$ cat src/hw/rtl/pres80_pkg.sv
// Shared types, constants and round functions for the PRESENT-80 encryptor.
// No dependencies; every other file refers to it by scoped names.
package pres80_pkg;

   localparam int BLOCK_W = 64;
   localparam int KEY_W   = 80;
   localparam int RC_W    = 5;

   typedef logic [BLOCK_W-1:0] block_type;
   typedef logic [KEY_W-1:0]   key_type;
   typedef logic [RC_W-1:0]    rc_type;
   typedef logic [3:0]         nibble_type;

   // Configuration register indexes
   typedef logic [0:0] csr_idx_type;
   localparam csr_idx_type CSR_KEY_UPPER = 1'b0;
   localparam csr_idx_type CSR_KEY_LOWER = 1'b1;

   // Payload carried from one round stage to the next
   typedef struct packed {
      block_type state;
      key_type   key;
   } stage_type;

   localparam nibble_type SBOX [16] = '{
      4'hc, 4'h5, 4'h6, 4'hb, 4'h9, 4'h0, 4'ha, 4'hd,
      4'h3, 4'he, 4'hf, 4'h8, 4'h4, 4'h7, 4'h1, 4'h2
   };

   function automatic block_type sbox_layer(block_type s);
      block_type r;
      r = '0;
      for (int n = 0; n < 16; n++) begin
         r[4*n +: 4] = SBOX[s[4*n +: 4]];
      end
      return r;
   endfunction

   // Bit i moves to 16*i mod 63; bit 63 stays put
   function automatic block_type perm_layer(block_type s);
      block_type r;
      r = '0;
      for (int b = 0; b < 63; b++) begin
         r[(16 * b) % 63] = s[b];
      end
      r[63] = s[63];
      return r;
   endfunction

   // Key schedule step: rotate left 61, S-box top nibble, round counter into 19..15
   function automatic key_type key_update(key_type k, rc_type rc);
      key_type r;
      r = {k[18:0], k[79:19]};
      r[79:76] = SBOX[r[79:76]];
      r[19:15] = r[19:15] ^ rc;
      return r;
   endfunction

endpackage

$ cat src/hw/rtl/pres80_round.sv
// One pipelined cipher round: key add, S-box layer, bit permutation, key update.
// Depends on pres80_pkg.
module pres80_round (
   input  logic                   clock,
   input  logic                   reset,
   input  pres80_pkg::rc_type     rc,
   input  logic                   in_valid,
   output logic                   in_ready,
   input  pres80_pkg::stage_type  in_data,
   output logic                   out_valid,
   input  logic                   out_ready,
   output pres80_pkg::stage_type  out_data
);

   logic                  valid_ff, valid_in;
   pres80_pkg::stage_type data_ff, data_in;
   logic                  load;

   // Stage frees up when empty or when its content moves on
   assign in_ready = !valid_ff || out_ready;
   assign load     = in_valid && in_ready;

   // Round datapath
   always_comb begin
      data_in.state = pres80_pkg::perm_layer(
                         pres80_pkg::sbox_layer(in_data.state ^ in_data.key[79:16]));
      data_in.key   = pres80_pkg::key_update(in_data.key, rc);
   end

   always_comb begin
      valid_in = valid_ff;
      if (load) begin
         valid_in = 1'b1;
      end else if (out_ready) begin
         valid_in = 1'b0;
      end
   end

   always_ff @(posedge clock) begin
      if (reset) begin
         valid_ff <= 1'b0;
      end else begin
         valid_ff <= valid_in;
      end
   end

   always_ff @(posedge clock) begin
      if (load) begin
         data_ff <= data_in;
      end
   end

   assign out_valid = valid_ff;
   assign out_data  = data_ff;

endmodule
$ cat config.mk
export PLATFORM = sky130hd
export DESIGN_NAME = pres80_round
export DESIGN_NICKNAME = d
export VERILOG_FILES = /design/src/hw/rtl/pres80_pkg.sv /design/src/hw/rtl/pres80_round.sv
export SDC_FILE = /design/constraint.sdc
export NUM_CORES = 1
export LEC_CHECK = 0
export BUFFER_PORTS_ARGS = -buffer_cell sky130_fd_sc_hd__buf_4
export CORE_MARGIN = 3
export CORE_UTILIZATION = 53
export DETAILED_ROUTE_END_ITERATION = 10
export GPL_ROUTABILITY_DRIVEN = 0
export PLACE_DENSITY = 0.86
export SKIP_CTS_REPAIR_TIMING = 1
export SLEW_MARGIN = 20
export SYNTH_ARGS = -nofsm -noshare
export SYNTH_HDL_FRONTEND = slang
export SYNTH_SLANG_ARGS = --single-unit
$ cat constraint.sdc
create_clock -name clock -period 12.2 [get_ports clock]
set_input_delay 3.05 -clock clock [delete_from_list [all_inputs] [get_ports clock]]
set_output_delay 3.05 -clock clock [all_outputs]
set_load 0.01 [all_outputs]
==> metrics <==
outcome=complete, no violations; Final Max Slew Viols=0; final core utilization=0.768; DRT Pass-1 Iters=4; f_max=0.153 GHz; Mapped Avg Cell Area=15.3 um^2; crit path DAT=3.49 ns; CTS H-tree lvls=4; Worst-path clk slew=0.06 ns; final instance area=10800 um^2; Fin Setup TNS=0 ns; Yosys reg bits=145; Skew-Pair Late Insertion Delay=0.41 ns; Hold Slack=0.572 ns; worst-path fanout max=3; worst setup margin=5.66 ns; Clock Sink Count=145; # setup viols final=0; fillers=877; fin crit period=6.54 ns; HP Class=reg -> reg; starting density of the core=0.548; pwr dens=145 nW/um^2; Area Overhead vs Synth=40.2%; mux cell area share after synthesis=0.122; CTS tree=yes; Clock Skews=0.00420 ns; vias after detailed routing=5323; Worst slew margin=0.372; period utilization=0.536; root buf cell=clkbuf_16; GRT Total Usage=0.229; antenna cells=0; Inst Count DP=979; Tot Pwr=1.56 mW; CTS max path bufs=2; Post-synth EDFFs=144; Die H=126 um; worst slew pin tran=0.943 ns; die width=126 um; largest net degree at the start of global routing=74; Synth Area in Simple Gates=0.0198; final hold vios=0; Yosys top cell area share=0.562; Pleak=4.72 nW; Syn Nets=708; total CTS buffers=17; Synth Instances=502; complex-gate fraction of the synthesized area=0.0478; vias in the first global route=5719; Synth Area in XOR/XNOR=0.124; register area share after synthesis=0.565; share of cells above drive strength 1=0.461; synth top area cells=edfxtp_1 56%, ha_1 8.6%, mux4_2 5.3%; drt drc=0; die area=16000 um^2; commonest register cell after synthesis=edfxtp_1; gr ovfl total=0; worst vdd ir=0.0907 mV; port bufs=298; Setup CP Type=in -> out; Nets=1024; HPWL Detailed=14.4 mm; RSZ-0062 raised after global routing=false; Core Rows=43; async set-reset flop share out of synthesis=0; Placed Area=10100 um^2; largest family of logic cells by synthesized area=XOR/XNOR gates; Vias per Instance=5.28; adder-cell share of the synthesized area=0.0862; Post-Layout Cell Count=1008; # IOs=299; Max Cap Violations=0; ANT nets after route=0; Synth cell types=40; YS warnings=0; Worst Setup Start Kind=input pin; pre-CTS setup slack=5.66 ns; Post-Route WL=18.6 mm; CP endpoint kind=output port; first-pass GRT wire length=28.5 mm; Yosys top cell by area=edfxtp_1; cell area after synthesis=7690 um^2; CP required=9.15 ns; Initial DRC Count=318; initial antenna violation count=0; core box area=14000 um^2; wire per inst=18.4 um
==> cells in the final DEF (no fill, tap or decap), types with 2 or more instances in the layout <==
cell / synthesis / final
a211oi_1: 2 / 2
xor2_2: 11 / 11
a221oi_1: 2 / 2
o21ai_0: 17 / 17
mux2i_1: 40 / 40
nor3_1: 6 / 6
bufinv_16: 0 / 6
xnor2_2: 7 / 7
nand2_1: 4 / 4
nor2_1: 2 / 2
clkinvlp_4: 0 / 2
ha_1: 53 / 53
mux4_1: 3 / 3
o221a_2: 10 / 10
nand3_1: 11 / 11
mux4_2: 18 / 18
xor2_1: 27 / 27
mux2_2: 5 / 5
edfxtp_1: 144 / 144
o211ai_1: 10 / 10
xnor2_1: 42 / 42
clkbuf_16: 0 / 17
inv_1: 67 / 67
o21a_1: 2 / 2
clkinv_1: 0 / 2
buf_4: 1 / 299
==> layer usage <==
metal	share of wire	wire, um	track usage	vias to the layer above
met1	0.34	6400	0.242	2553
met3	0.094	1740	0.0775	46
met2	0.52	9740	0.407	241
met4	0.037	694	0.111	0
li1	-	-	-	2483
met5	0	0	0	-
==> kinds of logic after synthesis <==
kind of cell               count (synthesis)
DFF                                      145
AOI/OAI and AO/OA                         49
adders and majority gates                 53
muxes                                     66
and+or+nand+nor                           30
xor gates and xnor gates                  89
buffers and inverters                     70
==> worst max-delay path, cell delays in order <==
cell,delay (ns)
buf_4,0.10
nand2b_1,0.17
buf_4,0.16
==> registers in the layout, indices dropped and copies added, names as in the netlist <==
| signal | cells |
|---|---|
| out_valid | 1 |
| out_data | 144 |
==> layout make-up <==
cell class | instances | area, um^2 | share of cell area
Clock buffer | 17 | 425 | 0.0394
Clock inverter | 12 | 216 | 0.0201
Inverter | 68 | 255 | 0.0237
Multi-Input combinational cell | 287 | 3080 | 0.285
Sequential cell | 145 | 4340 | 0.403
Tap cell | 180 | 225 | 0.0209
Timing Repair Buffer | 299 | 2240 | 0.208
==> path summary, 6_finish.rpt <==
| check | start | end | slack, ns | cells past startpoint |
|---|---|---|---|---|
| worst max register to register | out_valid$_SDFFE_PP0P_ | out_data[92]$_DFFE_PP_ | 9.66 | 3 |
| worst max-delay path | out_ready | in_ready | 5.66 | 3 |
| worst min register to register | out_valid$_SDFFE_PP0P_ | out_valid$_SDFFE_PP0P_ | 0.57 | 2 |
| worst min-delay path | out_valid$_SDFFE_PP0P_ | out_valid$_SDFFE_PP0P_ | 0.57 | 2 |
==> cell usage after synthesis, types with 2 or more instances <==
master,number
mux2i_1,40
xnor2_1,42
nor3_1,6
o21ai_0,17
o221a_2,10
a211oi_1,2
xnor2_2,7
xor2_2,11
nor2_1,2
edfxtp_1,144
ha_1,53
o21a_1,2
inv_1,67
mux4_2,18
mux2_2,5
nand3_1,11
a221oi_1,2
nand2_1,4
o211ai_1,10
xor2_1,27
mux4_1,3
==> power breakdown <==
group | internal [mW] | switching [mW] | total [mW]
Sequential | 0.615 | 0.0147 | 0.630
Combinational | 0.182 | 0.177 | 0.360
Clock | 0.378 | 0.196 | 0.574
No activity file was read; power rests on OpenSTA's default activity.
