===== config.mk =====
export PLATFORM = sky130hd
export DESIGN_NAME = pres80_csr_flat
export DESIGN_NICKNAME = d
export VERILOG_FILES = /design/src/hw/rtl/pres80_pkg.sv /design/src/hw/rtl/pres80_intf.sv /design/src/hw/rtl/pres80_csr.sv /design/src/flat_wrapper.sv
export SDC_FILE = /design/constraint.sdc
export NUM_CORES = 1
export LEC_CHECK = 0
export BUFFER_PORTS_ARGS = -buffer_cell sky130_fd_sc_hd__buf_2
export CAP_MARGIN = 0
export CELL_PAD_IN_SITES_DETAIL_PLACEMENT = 1
export CELL_PAD_IN_SITES_GLOBAL_PLACEMENT = 2
export CORE_MARGIN = 8
export CORE_UTILIZATION = 25
export CTS_CLUSTER_DIAMETER = 200
export DETAILED_ROUTE_END_ITERATION = 6
export PLACE_DENSITY_LB_ADDON = 0.1
export REMOVE_ABC_BUFFERS = 1
export SYNTH_ARGS = -nofsm -noshare
export SYNTH_HDL_FRONTEND = slang
export SYNTH_SLANG_ARGS = --single-unit

===== constraint.sdc =====
create_clock -name clock -period 0.9 [get_ports clock]
set_input_delay 0.18 -clock clock [delete_from_list [all_inputs] [get_ports clock]]
set_output_delay 0.18 -clock clock [all_outputs]
set_load 0.01 [all_outputs]

===== src/hw/rtl/pres80_pkg.sv =====
// Shared types, constants and round functions for the PRESENT-80 encryptor.
// No dependencies; every other file refers to it by scoped names.
package pres80_pkg;

   localparam int BLOCK_W = 64;
   localparam int KEY_W   = 80;
   localparam int RC_W    = 5;

   typedef logic [BLOCK_W-1:0] block_type;
   typedef logic [KEY_W-1:0]   key_type;
   typedef logic [RC_W-1:0]    rc_type;
   typedef logic [3:0]         nibble_type;

   // Configuration register indexes
   typedef logic [0:0] csr_idx_type;
   localparam csr_idx_type CSR_KEY_UPPER = 1'b0;
   localparam csr_idx_type CSR_KEY_LOWER = 1'b1;

   // Payload carried from one round stage to the next
   typedef struct packed {
      block_type state;
      key_type   key;
   } stage_type;

   localparam nibble_type SBOX [16] = '{
      4'hc, 4'h5, 4'h6, 4'hb, 4'h9, 4'h0, 4'ha, 4'hd,
      4'h3, 4'he, 4'hf, 4'h8, 4'h4, 4'h7, 4'h1, 4'h2
   };

   function automatic block_type sbox_layer(block_type s);
      block_type r;
      r = '0;
      for (int n = 0; n < 16; n++) begin
         r[4*n +: 4] = SBOX[s[4*n +: 4]];
      end
      return r;
   endfunction

   // Bit i moves to 16*i mod 63; bit 63 stays put
   function automatic block_type perm_layer(block_type s);
      block_type r;
      r = '0;
      for (int b = 0; b < 63; b++) begin
         r[(16 * b) % 63] = s[b];
      end
      r[63] = s[63];
      return r;
   endfunction

   // Key schedule step: rotate left 61, S-box top nibble, round counter into 19..15
   function automatic key_type key_update(key_type k, rc_type rc);
      key_type r;
      r = {k[18:0], k[79:19]};
      r[79:76] = SBOX[r[79:76]];
      r[19:15] = r[19:15] ^ rc;
      return r;
   endfunction

endpackage


===== src/hw/rtl/pres80_intf.sv =====


interface pres80_csr_if;
   logic                     valid;
   logic                     ready;
   pres80_pkg::csr_idx_type  index;
   pres80_pkg::block_type    data;
   modport source (output valid, output index, output data, input ready);
   modport sink   (input valid, input index, input data, output ready);
endinterface


===== src/hw/rtl/pres80_csr.sv =====
// Key register bank: holds the 80-bit key written through the csr channel.
// Depends on pres80_pkg and pres80_csr_if.
module pres80_csr (
   input  logic                 clock,
   input  logic                 reset,
   pres80_csr_if.sink           csr_if,
   output pres80_pkg::key_type  key
);

   pres80_pkg::key_type key_ff, key_in;

   assign csr_if.ready = 1'b1;

   // Register decode
   always_comb begin
      key_in = key_ff;
      if (csr_if.valid) begin
         case (csr_if.index)
            pres80_pkg::CSR_KEY_UPPER: key_in[79:16] = csr_if.data;
            pres80_pkg::CSR_KEY_LOWER: key_in[15:0]  = csr_if.data[15:0];
            default:                   key_in        = key_ff;
         endcase
      end
   end

   always_ff @(posedge clock) begin
      if (reset) begin
         key_ff <= '0;
      end else begin
         key_ff <= key_in;
      end
   end

   assign key = key_ff;

endmodule


===== src/flat_wrapper.sv =====
// flat-port wrapper written by rule: the top's interface ports become plain ports
module pres80_csr_flat 
  (clock, reset, key, csr_if_valid, csr_if_index, csr_if_data, csr_if_ready);
  pres80_csr_if csr_if_i ();
  input  logic clock;
  input  logic reset;
  output pres80_pkg::key_type key;
  input wire logic [$bits(csr_if_i.valid)-1:0] csr_if_valid;
  input wire logic [$bits(csr_if_i.index)-1:0] csr_if_index;
  input wire logic [$bits(csr_if_i.data)-1:0] csr_if_data;
  output wire logic [$bits(csr_if_i.ready)-1:0] csr_if_ready;
  assign csr_if_i.valid = csr_if_valid;
  assign csr_if_i.index = csr_if_index;
  assign csr_if_i.data = csr_if_data;
  assign csr_if_ready = csr_if_i.ready;
  pres80_csr u_core (.clock(clock), .reset(reset), .csr_if(csr_if_i), .key(key));
endmodule

==> results of run 1 <==
path summary, 6_finish.rpt:
kind	startpoint	to	slack, ns	cells past startpoint
worst max-delay path	u_core.key[23]	key[23]	-0.07	1
worst max register to register	u_core.key[38]	u_core.key[38]	0.11	4
worst min register to register	u_core.key[75]	u_core.key[75]	0.47	2
worst min-delay path	csr_if_data[41]	u_core.key[57]	0.11	3
layout make-up:
type	instances	area, um2	area share
antenna	2	5.00	0.000885
sequential	80	1700	0.301
tap	180	225	0.0398
clock buffer	12	267	0.0471
timing repair buffer	194	1690	0.299
multi-input combinational	227	1730	0.306
clock inverter	3	40.0	0.00708
synth_stat cells:
cell       count  area [um2]
buf_4          5        37.5
nand4bb_1     48         541
dfxtp_1       80        1600
clkbuf_1      18        67.6
nand2b_1      96         601
nor2b_1        1        6.26
conb_1         1        3.75
buf_2          9        45.0
nand2_4        1        11.3
mux2i_1       32         320
buf_6          3        33.8
o21ai_0       14        70.1
o21ai_1       34         170
power by group through the flow:
stage | clock [W] | combinational [W] | sequential (W)
finish | 0.00378 | 0.00140 | 0.00389
global placement | 0 | 0.00112 | 0.00390
CTS | 0.00394 | 0.00136 | 0.00390
global route | 0.00409 | 0.00151 | 0.00391
floorplan | 0 | 0.000382 | 0.00397
detailed placement | 0 | 0.00113 | 0.00390
per-layer routing:
metal / GRT usage / vias to the layer above / part of all wire
met5: 0 / - / 0
met4: 0.0580 / 0 / 0.017
met3: 0.0490 / 13 / 0.084
met1: 0.152 / 1470 / 0.46
li1: - / 1519 / -
met2: 0.188 / 99 / 0.44
timing repair:
| action | 4_1_cts | 5_1_grt |
|---|---|---|
| hold endpoints to repair | 0 | 0 |
| endpoints found under the setup margin | 80 | 80 |
| buffers inserted | 10 | 21 |
| cloned | 0 | 0 |
| resized for setup | 163 | 0 |
per-stage QoR:
step	area, um2	setup WS [ns]
floorplan	3320	-2.26
global route	5650	-0.110
finish	5660	-0.0708
global placement	4510	-0.145
detailed placement	4510	-0.164
CTS	5500	-0.0951
cells in the final DEF (no fill, tap or decap):
cell / count
nand2_4: 1
clkbuf_8: 3
buf_2: 67
buf_12: 8
diode_2: 2
clkinv_2: 2
buf_4: 39
o21ai_0: 14
nand2b_1: 96
nand4bb_1: 48
o21ai_1: 34
buf_6: 80
bufinv_16: 1
nor2b_4: 1
mux2i_1: 32
dfxtp_2: 80
conb_1: 1
clkbuf_16: 9
logic make-up after synthesis:
group,after synthesis
buf+inv,35
flops,80
compound gates,48
simple gates,146
other cells,1
mux,32
==> qor.log, run 1 <==
[timing] unrepaired setup endpoints after global routing true
[logic_synthesis] syn avg cell area 10.3 um2
[timing] count of final hold-check violations 0
[worst_hold_path] min-delay worst type in -> reg
[clock_network] cts-stage hold buffer count 0
[logic_synthesis] compound-gate portion of the synthesized area 0.0685
[global_route] wire length of the first global-routing pass 17.6 mm
[logic_synthesis] total of flip-flops plus latches after synthesis 80
[logic_synthesis] fraction of the yosys area taken by sequential cells 0.456
[cells_and_area] fill cell count 1,552
[placed_design] number of placed instances with taps included 650
[floorplanning] Die Y-Extent 134 um
[clock_network] sinks on the clock net 80
[timing] setup violators final 80
[status] status complete, but fails checks
[setup_path] data required time of the critical path 0.72 ns
[routing] vias per cell 4.44
[logic_synthesis] synthesized area 0.00351 mm2
[clock_network] clk_lat worst skew 0.33 ns
[logic_synthesis] post-synthesis instance total 342
[power] Max VDD drop 830 uV
[setup_path] endpoint type of the worst setup path output port
[setup_path] startpoint class of the critical path flop
[cells_and_area] layout net count 580
[routing] number of DRC violations after detailed routing 0
[routing] routed length per instance 16.5 um
[cells_and_area] share of layout cells above drive strength 1 0.564
[power] power share of the combinational group 0.154
[status] violated checks setup timing
[clock_network] H-tree depth reported by CTS 3
[setup_path] Top delay family on crit path flip-flops
[setup_path] worst path bufs/invs 1
[global_route] pin count of the biggest net entering global routing 54
[placed_design] number of input and output port buffers inserted 147
[floorplanning] standard-cell row count 43
[routing] 1st-iter DRT viols 91
[logic_synthesis] number of warnings printed during yosys synthesis 0
[placed_design] final HPWL from detailed placement 8.10 mm
[power] total internal power 0.00694 W
[global_route] total routing usage reported by global routing 0.124
[power] Leakage Power 2.41 nW
[power] switching portion of total power 0.235
[logic_synthesis] number of distinct library cells after synthesis 13
[global_route] initial antenna violation count 2
[cells_and_area] synthesis-to-layout area growth 61.3%
[setup_path] critical path class reg -> out
[global_route] overflow left after global routing 0
[routing] routed via count 3,101
[setup_path] critical path fanouts, max 2
[power] power density over the cells 1600 mW/mm2
[clock_network] CTS root buf clkbuf_16
[floorplanning] initial core utilization 0.255
[logic_synthesis] synthesized-area fraction occupied by xor and xnor cells 0
[timing] worst clock skew 0 ns
[floorplanning] area of the die 0.0181 mm2
[cells_and_area] final cell count without fillers 698
[timing] Max Transition Viols Final 0
[power] relative contribution of sequential cells to total power 0.429
[power] sw power 0.00213 W
[cells_and_area] max reg flops 80
[timing] final worst path period share 1.08
[timing] final hold slack 0.108 ns
[setup_path] ordered cell list for the critical path buf_6
[logic_synthesis] portion of netlist area occupied by mux cells 0.0913
[routing] detailed-route wire length 11.5 mm
[cells_and_area] utilization after layout 0.411
[power] share of power burned in the clock network 0.417
[setup_path] Slowest Stage Delay on Critical Path 0.35 ns
[timing] timing-limited maximum frequency 1030 MHz
[clock_network] deepest clock path buffer count 2
[timing] min setup slack post-route -0.0708 ns
[floorplanning] Die Wd 134 um
[logic_synthesis] largest family of logic cells by synthesized area simple AND/OR/NAND/NOR gates
[flow_run] max-cap check violation count 0
[clock_network] clock tree from TritonCTS built
[clock_network] total clock buffers created by CTS 9
[setup_path] standard cell with the maximum stage delay on the critical path dfxtp_2
[global_route] via count of the first global-routing pass 3,278
[placed_design] global placer's final weighted congestion 0.660
[routing] ANT nets after route 0
[logic_synthesis] Synth Area in Simple Gates 0.330
[clock_network] clock transition at the register clock pins on the worst setup and hold paths after CTS 0.06 ns
[setup_path] Worst EP arrival 0.79 ns
[floorplanning] number of top-level design ports 149
[timing] crit path time final 0.971 ns
[logic_synthesis] arithmetic-cell share of the synthesized area counting full adders, half adders and majority gates 0
[power] total design power 0.00907 W
[timing] final total negative setup slack -4.31 ns
[floorplanning] placeable core region 0.0138 mm2
[routing] drt first pass iters 4
Power figures use the tool's default switching activity.
==> inputs of run 2 (changes only) <==
CELL_PAD_IN_SITES_DETAIL_PLACEMENT = not set   (was 1)
CELL_PAD_IN_SITES_GLOBAL_PLACEMENT = not set   (was 2)
CORE_UTILIZATION = 40   (was 25)
PLACE_DENSITY = 0.72   (was not set)
PLACE_DENSITY_LB_ADDON = not set   (was 0.1)
==> qor.log, run 2 (synthesis gave the netlist of run 1 again) <==
[status] status complete, but fails checks
[status] violated checks setup timing
[routing] routed via count 3,036 [-2.1%]
[routing] detailed-route wire length 10.2 mm [-11%]
[cells_and_area] synthesis-to-layout area growth 52.7%
[setup_path] critical path class reg -> out
[placed_design] number of input and output port buffers inserted 147 [unchanged]
[cells_and_area] commonest non-fill, non-tap cell in the layout nand2b_1
[global_route] total routing usage reported by global routing 0.161 [+0.0368]
[cells_and_area] share of layout cells above drive strength 1 0.557 [-0.00709]
[floorplanning] standard-cell row count 34 [-21%]
[flow_run] max-cap check violation count 0 [unchanged]
[timing] setup violators final 80 [unchanged]
[clock_network] H-tree depth reported by CTS 3 [unchanged]
[clock_network] CTS root buf clkbuf_8
[cells_and_area] layout net count 575 [-0.86%]
[setup_path] number of cell instances on the worst register-to-register path 4 [unchanged]
[routing] routed wl met3 964 um [-0.62%]
[worst_hold_path] min-delay worst type in -> reg
[cells_and_area] post-route standard cell area excluding fillers 0.00536 mm2 [-5.3%]
[timing] Max Transition Viols Final 0 [unchanged]
[global_route] wire length of the first global-routing pass 15.4 mm [-13%]
[global_route] pin count of the biggest net entering global routing 54 [unchanged]
[timing] count of final hold-check violations 0 [unchanged]
[clock_network] deepest clock path buffer count 2 [unchanged]
[timing] timing-limited maximum frequency 1030 MHz [-0.24%]
[timing] unrepaired setup endpoints after global routing true
[floorplanning] placeable core region 0.00859 mm2 [-38%]
[power] power share of the combinational group 0.175 [+0.021]
[global_route] overflow left after global routing 0 [unchanged]
[routing] 1st-iter DRT viols 85 [-6.6%]
[clock_network] cts-stage hold buffer count 0 [unchanged]
[power] sw power 0.00192 W [-9.9%]
[clock_network] clk_lat worst skew 0.33 ns [about the same]
[routing] uppermost layer routed met4
[timing] min setup slack post-route -0.0731 ns [-0.00236 ns]
[routing] detailed route wirelength on metal2 5.07 mm [-0.33%]
[power] relative contribution of sequential cells to total power 0.503 [+0.074]
[clock_network] sinks on the clock net 80 [unchanged]
[setup_path] ordered cell list for the critical path buf_6
[setup_path] endpoint type of the worst setup path output port
[routing] routed length per instance 16.4 um [-0.17%]
[placed_design] global placer's final weighted congestion 0.714 [+8.3%]
[clock_network] clock transition at the register clock pins on the worst setup and hold paths after CTS 0.08 ns [+0.02 ns]
[setup_path] data required time of the critical path 0.72 ns [about the same]
[clock_network] total clock buffers created by CTS 9 [unchanged]
[setup_path] Critical Path Stages 1 [unchanged]
[power] switching portion of total power 0.249 [+0.0139]
[routing] drt first pass iters 4 [unchanged]
[setup_path] critical path fanouts, max 2 [unchanged]
[setup_path] Slowest Stage Delay on Critical Path 0.35 ns [about the same]
[power] power density over the cells 1440 mW/mm2 [-10%]
[power] Leakage Power 2.31 nW [-4.3%]
[floorplanning] number of top-level design ports 149 [unchanged]
[power] Max VDD drop 791 uV [-4.7%]
[routing] number of DRC violations after detailed routing 0 [unchanged]
[cells_and_area] fill cell count 674 [-57%]
[timing] crit path time final 0.973 ns [+0.00236 ns]
[setup_path] worst path bufs/invs 1 [unchanged]
[power] total internal power 0.00580 W [-16%]
[placed_design] placed instance area 0.00436 mm2 [-3.3%]
[floorplanning] area of the die 0.0120 mm2 [-33%]
[timing] worst clock skew 0 ns [unchanged]
[placed_design] final HPWL from detailed placement 6.65 mm [-18%]
[timing] final worst path period share 1.08 [+0.00263]
[global_route] initial antenna violation count 0 [-2]
[worst_hold_path] WHS Path Cells 3 [unchanged]
[setup_path] Worst EP arrival 0.79 ns [about the same]
[setup_path] standard cell with the maximum stage delay on the critical path dfxtp_2
[global_route] via count of the first global-routing pass 3,113 [-5.0%]
[clock_network] clock tree from TritonCTS built
[placed_design] number of placed instances with taps included 575 [-12%]
[setup_path] startpoint class of the critical path flop
[power] share of power burned in the clock network 0.322 [-0.095]
[cells_and_area] final cell count without fillers 619 [-11%]
[cells_and_area] max reg flops 80 [unchanged]
[cells_and_area] commonest cells after routing, fill and taps aside 96 x nand2b_1, 80 x buf_6, 80 x dfxtp_2
[routing] detailed-route wire length on metal 1 4.05 mm [-23%]
[setup_path] Top delay family on crit path flip-flops
[routing] vias per cell 4.90 [+10%]
[routing] ANT nets after route 0 [unchanged]
[floorplanning] Die Wd 110 um [-18%]
[floorplanning] initial core utilization 0.408 [+0.154]
[floorplanning] Die Y-Extent 110 um [-18%]
-- run 2: per-stage QoR --
step / hold slack [ns] / setup slack [ns] / TNS (ns) / utilization / power (W)
final: 0.102 / -0.0731 / -4.71 / 0.624 / 0.00772
after global routing: 0.0847 / -0.124 / -8.38 / 0.623 / 0.00808
after CTS: 0.0867 / -0.0964 / -6.20 / 0.608 / 0.00773
after detailed placement: 0.451 / -0.182 / -11.88 / 0.508 / 0.00496
after global placement: 0.440 / -0.155 / -10.01 / 0.508 / 0.00493
after floorplan: 0.346 / -2.26 / -138.82 / - / 0.00435
-- run 2: power groups by stage --
stage	sequential [W]	clock [W]	combinational, W
2_1_floorplan	0.00397	0	0.000382
3_3_place_gp	0.00389	0	0.00104
3_5_place_dp	0.00389	0	0.00107
4_1_cts	0.00388	0.00254	0.00131
5_1_grt	0.00390	0.00271	0.00146
6_report	0.00388	0.00248	0.00135
-- run 2: worst paths after layout --
kind                                      start              to  slack [ns]
worst max register to register   u_core.key[58]  u_core.key[58]        0.09
worst min register to register   u_core.key[62]  u_core.key[62]        0.47
worst min-delay path            csr_if_data[24]  u_core.key[40]        0.10
worst max-delay path             u_core.key[75]         key[75]       -0.07
-- run 2: per-layer routing --
metal,global-route usage,vias to the layer above
met2,0.274,89
met5,0,-
met3,0.0721,7
met1,0.178,1435
li1,-,1505
met4,0.0463,0
-- run 2: area by class of cell --
class	instances	area (um2)	area share
diodes	1	2.50	0.000467
clock buffers	10	128	0.0238
clock inverters	4	47.5	0.00887
multi-input cells	227	1730	0.323
flip-flops and latches	80	1700	0.318
well taps	108	135	0.0252
repair buffers	189	1610	0.301
-- run 2: worst register-to-register path, cell delays in order, from the launching register on --
cell and delay, ns:
dfxtp_2 0.33, buf_4 0.13, buf_4 0.12, nand2b_1 0.06, o21ai_1 0.06
-- run 2: repair_timing --
action | CTS | global route
setup endpoints to repair | 80 | 80
buffers inserted | 12 | 17
gates resized for setup | 160 | 0
==> inputs of run 3 (changes only) <==
BUFFER_PORTS_ARGS = not set   (was -buffer_cell sky130_fd_sc_hd__buf_2)
DONT_BUFFER_PORTS = 1   (was not set)
PLACE_DENSITY = not set   (was 0.72)
==> qor.log, run 3 (synthesis gave the netlist of run 1 again) <==
[global_route] overflow left after global routing 0 [unchanged]
[floorplanning] number of top-level design ports 149 [unchanged]
[cells_and_area] fill cell count 760 [+13%]
[cells_and_area] utilization after layout 0.521 [-0.103]
[cells_and_area] commonest non-fill, non-tap cell in the layout nand2b_1
[power] power density over the cells 1690 mW/mm2 [+17%]
[cells_and_area] synthesis-to-layout area growth 27.6%
[clock_network] clk_lat worst skew 0.34 ns [about the same]
[routing] ANT nets after route 0 [unchanged]
[timing] unrepaired setup endpoints after global routing true
[worst_hold_path] min-delay worst type in -> reg
[floorplanning] placeable core region 0.00859 mm2 [unchanged]
[placed_design] global placer's final weighted congestion 0.687 [-3.8%]
[setup_path] ordered cell list for the critical path buf_6
[timing] min setup slack post-route -0.0565 ns [+0.0166 ns]
[setup_path] Critical Path Stages 1 [unchanged]
[setup_path] worst path bufs/invs 1 [unchanged]
[status] status complete, but fails checks
[routing] routed length per instance 18.4 um [+12%]
[power] power share of the combinational group 0.084 [-0.091]
[cells_and_area] Reg area 0.00182 mm2 [+6.8%]
[floorplanning] standard-cell row count 34 [unchanged]
[floorplanning] initial core utilization 0.408 [unchanged]
[timing] timing-limited maximum frequency 1050 MHz [+1.7%]
[timing] Max Transition Viols Final 0 [unchanged]
[setup_path] critical path fanouts, max 2 [unchanged]
[clock_network] number of post-CTS setup repair buffers 0 [-12]
[timing] count of final hold-check violations 3 [+3]
[routing] 1st-iter DRT viols 122 [+44%]
[power] switching portion of total power 0.222 [-0.0267]
[placed_design] number of input and output port buffers inserted 0 [-100%]
[clock_network] clock transition at the register clock pins on the worst setup and hold paths after CTS 0.09 ns [about the same]
[cells_and_area] share of layout cells above drive strength 1 0.269 [-0.288]
[floorplanning] area of the die 0.0120 mm2 [unchanged]
[global_route] wire length of the first global-routing pass 13.6 mm [-12%]
[routing] number of DRC violations after detailed routing 0 [unchanged]
[placed_design] final HPWL from detailed placement 5.49 mm [-17%]
[routing] drt first pass iters 4 [unchanged]
[clock_network] sinks on the clock net 80 [unchanged]
[timing] final hold slack -0.00114 ns [-0.103 ns]
[clock_network] total clock buffers created by CTS 9 [unchanged]
[floorplanning] Die Y-Extent 110 um [unchanged]
[setup_path] Slowest Stage Delay on Critical Path 0.33 ns [-0.02 ns]
[setup_path] Top delay family on crit path flip-flops
[setup_path] critical path class reg -> out
[global_route] total routing usage reported by global routing 0.143 [-0.0187]
[setup_path] data required time of the critical path 0.72 ns [about the same]
[power] relative contribution of sequential cells to total power 0.514 [+0.011]
[clock_network] CTS root buf clkbuf_8
[floorplanning] Die Wd 110 um [unchanged]
[global_route] initial antenna violation count 0 [unchanged]
[status] violated checks hold timing, setup timing
[setup_path] startpoint class of the critical path flop
[worst_hold_path] WHS Path Cells 2 [-1]
[flow_run] max-cap check violation count 0 [unchanged]
[timing] worst clock skew 0 ns [unchanged]
[routing] vias per cell 5.26 [+7.3%]
[power] Max VDD drop 779 uV [-1.5%]
[clock_network] H-tree depth reported by CTS 3 [unchanged]
[timing] final worst path period share 1.06 [-0.0185]
[routing] detailed-route wire length 8.91 mm [-12%]
[cells_and_area] max reg flops 80 [unchanged]
[placed_design] worst setup timing slack at the placement stage 0.0000294 ns [+0.182 ns]
[cells_and_area] combined area of the multi-input logic cells 0.00173 mm2 [unchanged]
[timing] setup violators final 1 [-99%]
[power] sw power 0.00168 W [-12%]
[global_route] via count of the first global-routing pass 2,612 [-16%]
[clock_network] deepest clock path buffer count 2 [unchanged]
[setup_path] Worst EP arrival 0.78 ns [about the same]
[setup_path] endpoint type of the worst setup path output port
[clock_network] clock tree from TritonCTS built
[power] total internal power 0.00589 W [+1.6%]
[setup_path] standard cell with the maximum stage delay on the critical path dfxtp_2
[cells_and_area] layout net count 439 [-24%]
[cells_and_area] commonest cells after routing, fill and taps aside 96 x nand2b_1, 50 x dlygate4sd3_1, 48 x nand4bb_1
[global_route] pin count of the biggest net entering global routing 145 [+170%]
[timing] final total negative setup slack -0.0565 ns [+4.65 ns]
[power] Leakage Power 1.59 nW [-31%]
[routing] routed via count 2,553 [-16%]
[power] share of power burned in the clock network 0.402 [+0.080]
[timing] crit path time final 0.957 ns [-0.0166 ns]
[setup_path] number of cell instances on the worst register-to-register path 2 [-2]
==> run 3: path summary, 6_finish.rpt <==
path	to	from	slack, ns
worst max-delay path	key[0]	u_core.key[0]	-0.06
worst min-delay path	u_core.key[73]	csr_if_valid	-0.001
worst max register to register	u_core.key[37]	u_core.key[37]	0.21
worst min register to register	u_core.key[0]	u_core.key[0]	0.49
==> run 3: cell type report <==
class	count	share of cell area
clock inverter	4	0.0168
clock buffer	12	0.0369
tap	108	0.0302
timing repair buffer	53	0.123
sequential	80	0.406
antenna	1	0.000559
multi-input combinational	227	0.387
==> run 3: through the flow <==
| step | instance area, um2 | cells | total power (W) |
|---|---|---|---|
| after floorplan | 3320 | 307 | 0.00435 |
| after global placement | 3510 | 418 | 0.00446 |
| after detailed placement | 3510 | 418 | 0.00448 |
| after CTS | 4390 | 483 | 0.00777 |
| after global routing | 4470 | 484 | 0.00796 |
| final | 4480 | 485 | 0.00757 |
==> run 3: layer usage <==
metal / vias to the layer above / routed length, um / GRT usage
met1: 1184 / 3590 / 0.161
li1: 1237 / - / -
met3: 15 / 1320 / 0.0832
met4: 0 / 188 / 0.0714
met2: 117 / 3810 / 0.209
met5: - / 0 / 0
==> run 3: repair_timing <==
item                                   4_1_cts  5_1_grt
gates resized for setup                     97       30
endpoints found under the hold margin       53       27
hold buffers                                49        1
setup endpoints to repair                   80       80
gates cloned                                 0        0
==> run 3: power by group through the flow <==
stage / registers, W / logic, W / clock network [W]
after floorplan: 0.00397 / 0.000382 / 0
after global placement: 0.00402 / 0.000440 / 0
after detailed placement: 0.00402 / 0.000454 / 0
after CTS: 0.00395 / 0.000637 / 0.00318
after global routing: 0.00392 / 0.000690 / 0.00335
final: 0.00389 / 0.000635 / 0.00304
==> run 3: worst register-to-register path, cell delays in order, from the launching register on <==
cell and delay [ns]:
dfxtp_4 0.37, nand2b_1 0.05, o21ai_0 0.18
